--- config.mk ---
export PLATFORM = sky130hd
export DESIGN_NAME = gal_divider
export DESIGN_NICKNAME = d
export VERILOG_FILES = /design/src/rtl/core/gal_pkg.sv /design/src/rtl/core/gal_divider.sv
export SDC_FILE = /design/constraint.sdc
export NUM_CORES = 1
export LEC_CHECK = 0
export BUFFER_PORTS_ARGS = -buffer_cell sky130_fd_sc_hd__buf_2
export CAP_MARGIN = 20
export CORE_UTILIZATION = 40
export DETAILED_ROUTE_END_ITERATION = 10
export PLACE_DENSITY = 0.62
export SYNTH_ARGS = -nofsm -noshare
export SYNTH_HDL_FRONTEND = slang
export SYNTH_SLANG_ARGS = --single-unit
--- constraint.sdc ---
create_clock -name clk_i -period 6.3 [get_ports clk_i]
set_input_delay 1.26 -clock clk_i [delete_from_list [all_inputs] [get_ports clk_i]]
set_output_delay 1.26 -clock clk_i [all_outputs]
set_load 0.01 [all_outputs]
--- src/rtl/core/gal_pkg.sv ---
// Package for the grid axis locator: request codes, axis codes, widths and the
// request and response structures between the search sequencer and the divider.
// No dependencies.
package gal_pkg;

  localparam int unsigned MaxPoints = 1024;
  localparam int unsigned AddrW     = 10;
  localparam int unsigned CountW    = 11;
  localparam int unsigned CoordW    = 32;
  localparam int unsigned OffW      = 16;
  localparam int unsigned FracBits  = 15;
  localparam int unsigned NumW      = 34;

  typedef enum logic [1:0] {
    REQ_LOAD    = 2'd0,
    REQ_LOCATE  = 2'd1,
    REQ_REVERSE = 2'd2
  } req_e;

  typedef enum logic [1:0] {
    AX_DEPTH = 2'd0,
    AX_LAT   = 2'd1,
    AX_LON   = 2'd2
  } axis_e;

  typedef enum logic [3:0] {
    ST_IDLE,
    ST_RD_FIRST,
    ST_RD_LAST,
    ST_ENDS,
    ST_SCAN_RD,
    ST_SCAN_CHK,
    ST_DIV_START,
    ST_DIV_WAIT,
    ST_NEXT_AXIS,
    ST_REV_RD,
    ST_REV_CAP,
    ST_OUT
  } state_e;

  typedef struct packed {
    logic                   start;
    logic signed [NumW-1:0] num;
    logic signed [NumW-1:0] den;
  } div_req_t;

  typedef struct packed {
    logic                   done;
    logic signed [OffW-1:0] quot;
  } div_rsp_t;

endpackage

--- src/rtl/core/gal_divider.sv ---
// Serial signed divider for the cell fraction: (num * 2^15) / den, truncated toward zero.
// One quotient bit per cycle. Depends on gal_pkg.
module gal_divider (
  input  logic             clk_i,
  input  logic             rst_ni,
  input  gal_pkg::div_req_t req_i,
  output gal_pkg::div_rsp_t rsp_o
);
  import gal_pkg::*;

  localparam int unsigned DividendW = NumW + FracBits;
  localparam int unsigned CntW      = $clog2(DividendW + 1);

  logic [DividendW-1:0] dvd_q, dvd_d;
  logic [NumW-1:0]      dvs_q, dvs_d;
  logic [NumW:0]        rem_q, rem_d;
  logic [CntW-1:0]      cnt_q, cnt_d;
  logic                 busy_q, busy_d;
  logic                 neg_q, neg_d;
  logic                 done_q, done_d;
  logic [NumW:0]        rem_sh;
  logic [NumW:0]        rem_sub;
  logic [NumW-1:0]      abs_num;
  logic [NumW-1:0]      abs_den;
  logic [OffW-1:0]      q_mag;

  assign abs_num = req_i.num[NumW-1] ? NumW'(-req_i.num) : NumW'(req_i.num);
  assign abs_den = req_i.den[NumW-1] ? NumW'(-req_i.den) : NumW'(req_i.den);
  assign rem_sh  = {rem_q[NumW-1:0], dvd_q[DividendW-1]};
  assign rem_sub = rem_sh - {1'b0, dvs_q};
  assign q_mag   = dvd_q[OffW-1:0];

  always_comb begin
    dvd_d  = dvd_q;
    dvs_d  = dvs_q;
    rem_d  = rem_q;
    cnt_d  = cnt_q;
    busy_d = busy_q;
    neg_d  = neg_q;
    done_d = 1'b0;
    if (req_i.start) begin
      dvd_d  = {abs_num, {FracBits{1'b0}}};
      dvs_d  = abs_den;
      rem_d  = '0;
      cnt_d  = CntW'(DividendW);
      busy_d = 1'b1;
      neg_d  = req_i.num[NumW-1] ^ req_i.den[NumW-1];
    end else if (busy_q) begin
      if (!rem_sub[NumW]) begin
        rem_d = rem_sub;
        dvd_d = {dvd_q[DividendW-2:0], 1'b1};
      end else begin
        rem_d = rem_sh;
        dvd_d = {dvd_q[DividendW-2:0], 1'b0};
      end
      cnt_d = cnt_q - 1'b1;
      if (cnt_q == CntW'(1)) begin
        busy_d = 1'b0;
        done_d = 1'b1;
      end
    end
  end

  always_ff @(posedge clk_i or negedge rst_ni) begin
    if (!rst_ni) begin
      busy_q <= 1'b0;
      done_q <= 1'b0;
      cnt_q  <= '0;
    end else begin
      busy_q <= busy_d;
      done_q <= done_d;
      cnt_q  <= cnt_d;
    end
  end

  always_ff @(posedge clk_i) begin
    dvd_q <= dvd_d;
    dvs_q <= dvs_d;
    rem_q <= rem_d;
    neg_q <= neg_d;
  end

  assign rsp_o.done = done_q;
  assign rsp_o.quot = neg_q ? OffW'(-q_mag) : q_mag;

endmodule

==> impl_metrics.json <==
{
  "setup_tns_ps": 0,
  "fp-row-count": 53,
  "tritoncts": "done",
  "synth_nets": 1041,
  "worstSetupPathType": "in -> reg",
  "max_slew.worst_pin.slew_ps": 959,
  "grt_pass1_wl_mm": 31.6,
  "slowest_stage": "or4_1",
  "grt_pass1_vias": 6467,
  "place.gp.congestion": 0.812,
  "core_area_mm2": 0.0210,
  "io_pins": 88,
  "yosys.area_share.simple": 0.167,
  "drc": 0,
  "synth_common_cells": "nand2_1, xnor2_1, edfxtp_1, nor2_1, inv_1",
  "cts_made_buffers": 17,
  "yosysTopAreaCell": "edfxtp_1",
  "grt_max_degree": 60,
  "cts.hold.buffers_added": 0,
  "start_kind": "input port",
  "finalClockSkew_ps": 6.01,
  "die-area_mm2": 0.0220,
  "fmax_mhz": 254,
  "netlist.area_leader.share": 0.242,
  "final_antenna_net_count": 0,
  "synth_area_leaders": "edfxtp_1, dfxtp_1, xnor2_1",
  "dp_hpwl_mm": 13.1,
  "rsz0062_at_grt": "false",
  "max_cap_violations": 0,
  "layout-drive-gt1-share": 0.145,
  "slew_violations": 0,
  "worstPathRequired_ps": 6460,
  "final_core_util": 0.469,
  "path_clk_slew_ps": 60,
  "synthAdderAreaFrac": 0.0594,
  "fin_nets": 1099,
  "syn-instance-count": 930,
  "async_reset_ff_frac": 0.0635,
  "num_antenna_cells": 0,
  "synth_seq_cells": 126,
  "syn_area_per_cell_um2": 9.20,
  "dr.pass1.iters": 4,
  "cpPeakStageDelay_ps": 600,
  "finalCriticalPeriod_ps": 3940,
  "rr_worst_depth": 13,
  "crit_end": "dvs_q[31]$_DFFE_PP_",
  "routedWlPerCell_um": 14.8,
  "root_buffer": "clkbuf_16",
  "p_total_w": 0.00238,
  "crit_chain": "buf_2 > nor4_1 > nand2_1 > or3_1 > nand2b_1 > or3_1 > or4_1 > o41ai_1 > xnor2_1",
  "r2r-end": "rem_q[9]$_SDFFE_PP0P_",
  "via_per_inst": 5.40,
  "grtUsageTotal": 0.178,
  "relSlewSlack": 0.361,
  "final.period_utilization": 0.625,
  "post_cts_buffers": 0,
  "h-tree-depth": 4,
  "syn_to_final_growth_pct": 15.3,
  "timing.critical_path.mode_cell": "or3_1",
  "leakage_nw": 4.23,
  "clock_latency_ps": 410,
  "crit_arrival_ps": 4090,
  "antenna_found_initial": 0,
  "regToRegSetupSlack_ps": 2580,
  "ir_worst_vdd_mv": 0.126,
  "ys_seq_area_frac": 0.380,
  "clock_sinks": 126,
  "first_iter_violations": 375,
  "outcome": "completed",
  "synth_edf_count": 69,
  "power_density_mw_per_mm2": 241,
  "die_h_um": 148,
  "cts_buffer_depth": 2,
  "rr_startpoint": "dvd_q[48]$_DFFE_PP_",
  "post_synth_instance_area_mm2": 0.00855,
  "hold_violations": 0,
  "vias": 6886,
  "worst_setup_path_end_kind": "register",
  "synthXorXnorAreaFrac": 0.111,
  "yosysMostFrequentCell": "nand2_1",
  "synthDistinctLibCells": 67,
  "overflow": 0,
  "synth_compound_area_frac": 0.207,
  "startpoint": "req_i[5]",
  "synth_top_family_by_area": "compound AO/OA/AOI/OAI gates",
  "cts_resized": 0,
  "muxShareOfSynthArea": 0.0282,
  "port_buffers": 87,
  "synth_flop_cell": "edfxtp_1",
  "start_util": 0.407,
  "fillers": 2022,
  "path_max_fanout": 5,
  "yosysWarnings": 0,
  "worst_hold_path_type": "reg -> reg",
  "drt_wl_total_mm": 18.8,
  "setup_violations": 0,
  "die_w_um": 148
}
==> state kept, by name, summed over array words and instances, names as in the netlist <==
signal / cells
busy_q: 1
cnt_q: 6
done_q: 1
dvd_q: 49
dvs_q: 34
neg_q: 1
rem_q: 34
==> layout make-up <==
cell class,instances,area [um^2],area share
clock buffers,18,429,0.0435
clock inverters,14,238,0.0241
inverters,52,195,0.0198
multi-input cells,697,4890,0.496
flip-flops and latches,126,3250,0.330
well taps,275,344,0.0349
repair buffers,94,510,0.0518
==> worst min-delay path by stage <==
stage	from	endpoint	slack (ps)	depth (start not counted)
global route	rem_q[22]$_SDFFE_PP0P_	rem_q[22]$_SDFFE_PP0P_	520	2
floorplan	rem_q[19]$_SDFFE_PP0P_	rem_q[20]$_SDFFE_PP0P_	470	2
finish	rem_q[19]$_SDFFE_PP0P_	rem_q[20]$_SDFFE_PP0P_	500	2
global placement	rem_q[19]$_SDFFE_PP0P_	rem_q[20]$_SDFFE_PP0P_	480	2
CTS	rem_q[20]$_SDFFE_PP0P_	rem_q[21]$_SDFFE_PP0P_	500	2
detailed placement	rem_q[19]$_SDFFE_PP0P_	rem_q[20]$_SDFFE_PP0P_	490	2
==> power breakdown <==
| group | switching, W | internal, W | total (W) |
|---|---|---|---|
| clock network | 0.000371 | 0.000743 | 0.00111 |
| logic | 0.000170 | 0.000135 | 0.000305 |
| registers | 0.0000254 | 0.000937 | 0.000962 |
| total | 0.000566 | 0.00181 | 0.00238 |
==> placed cells by master (no fill, tap or decap), types with 5 or more instances in the layout <==
master / n
nor2_1: 69
nor3_1: 12
a211oi_1: 11
xor2_1: 15
inv_1: 52
a21o_1: 20
xnor2_1: 93
or3_1: 9
a21oi_1: 37
nand4_1: 7
o41ai_1: 9
a311oi_1: 22
nand3b_1: 7
nand2b_1: 14
ha_1: 39
dfrtp_1: 7
and2_1: 5
buf_2: 86
o31ai_1: 24
bufinv_16: 6
edfxtp_1: 69
dfxtp_1: 49
o21ai_0: 39
nand2_1: 97
nand3_1: 11
and3_1: 6
buf_4: 7
a31oi_1: 5
clkbuf_16: 17
mux2i_1: 23
a22o_1: 33
or4_1: 13
==> cell families (layout without fill, tap and decap cells) <==
| kind of cell | Yosys count | after routing |
|---|---|---|
| multiplexers | 24 | 24 |
| AND/OR/NAND/NOR | 284 | 284 |
| adder cells (fa/ha/maj) | 40 | 40 |
| AO/OA/AOI/OAI | 241 | 241 |
| XOR/XNOR | 108 | 108 |
| buffers and inverters | 107 | 178 |
| flip-flops | 126 | 126 |
==> metal layers <==
| layer | vias up | wire length, um | global-route usage |
|---|---|---|---|
| li1 | 3518 | - | - |
| met1 | 3242 | 9340 | 0.243 |
| met2 | 116 | 8740 | 0.287 |
| met3 | 10 | 594 | 0.0316 |
| met4 | 0 | 151 | 0.0479 |
| met5 | - | 0 | 0 |
==> worst max-delay path: cells and delay by family <==
kind	cells	cell delay, ps
AO/OA/AOI/OAI	1	410
AND/OR/NAND/NOR	6	2200
XOR/XNOR	1	100
buffers and inverters	1	110
==> metrics by stage <==
step / cell area, um^2 / cells / hold WS (ps) / setup slack [ps]
5_1_grt: 9860 / 1276 / 525 / 2140
3_5_place_dp: 9170 / 1243 / 488 / 1900
2_1_floorplan: 8550 / 930 / 467 / 2200
6_report: 9860 / 1276 / 497 / 2360
3_3_place_gp: 9170 / 1243 / 484 / 1910
4_1_cts: 9840 / 1275 / 497 / 2250
Note: power is estimated with default switching activity, not from simulation.
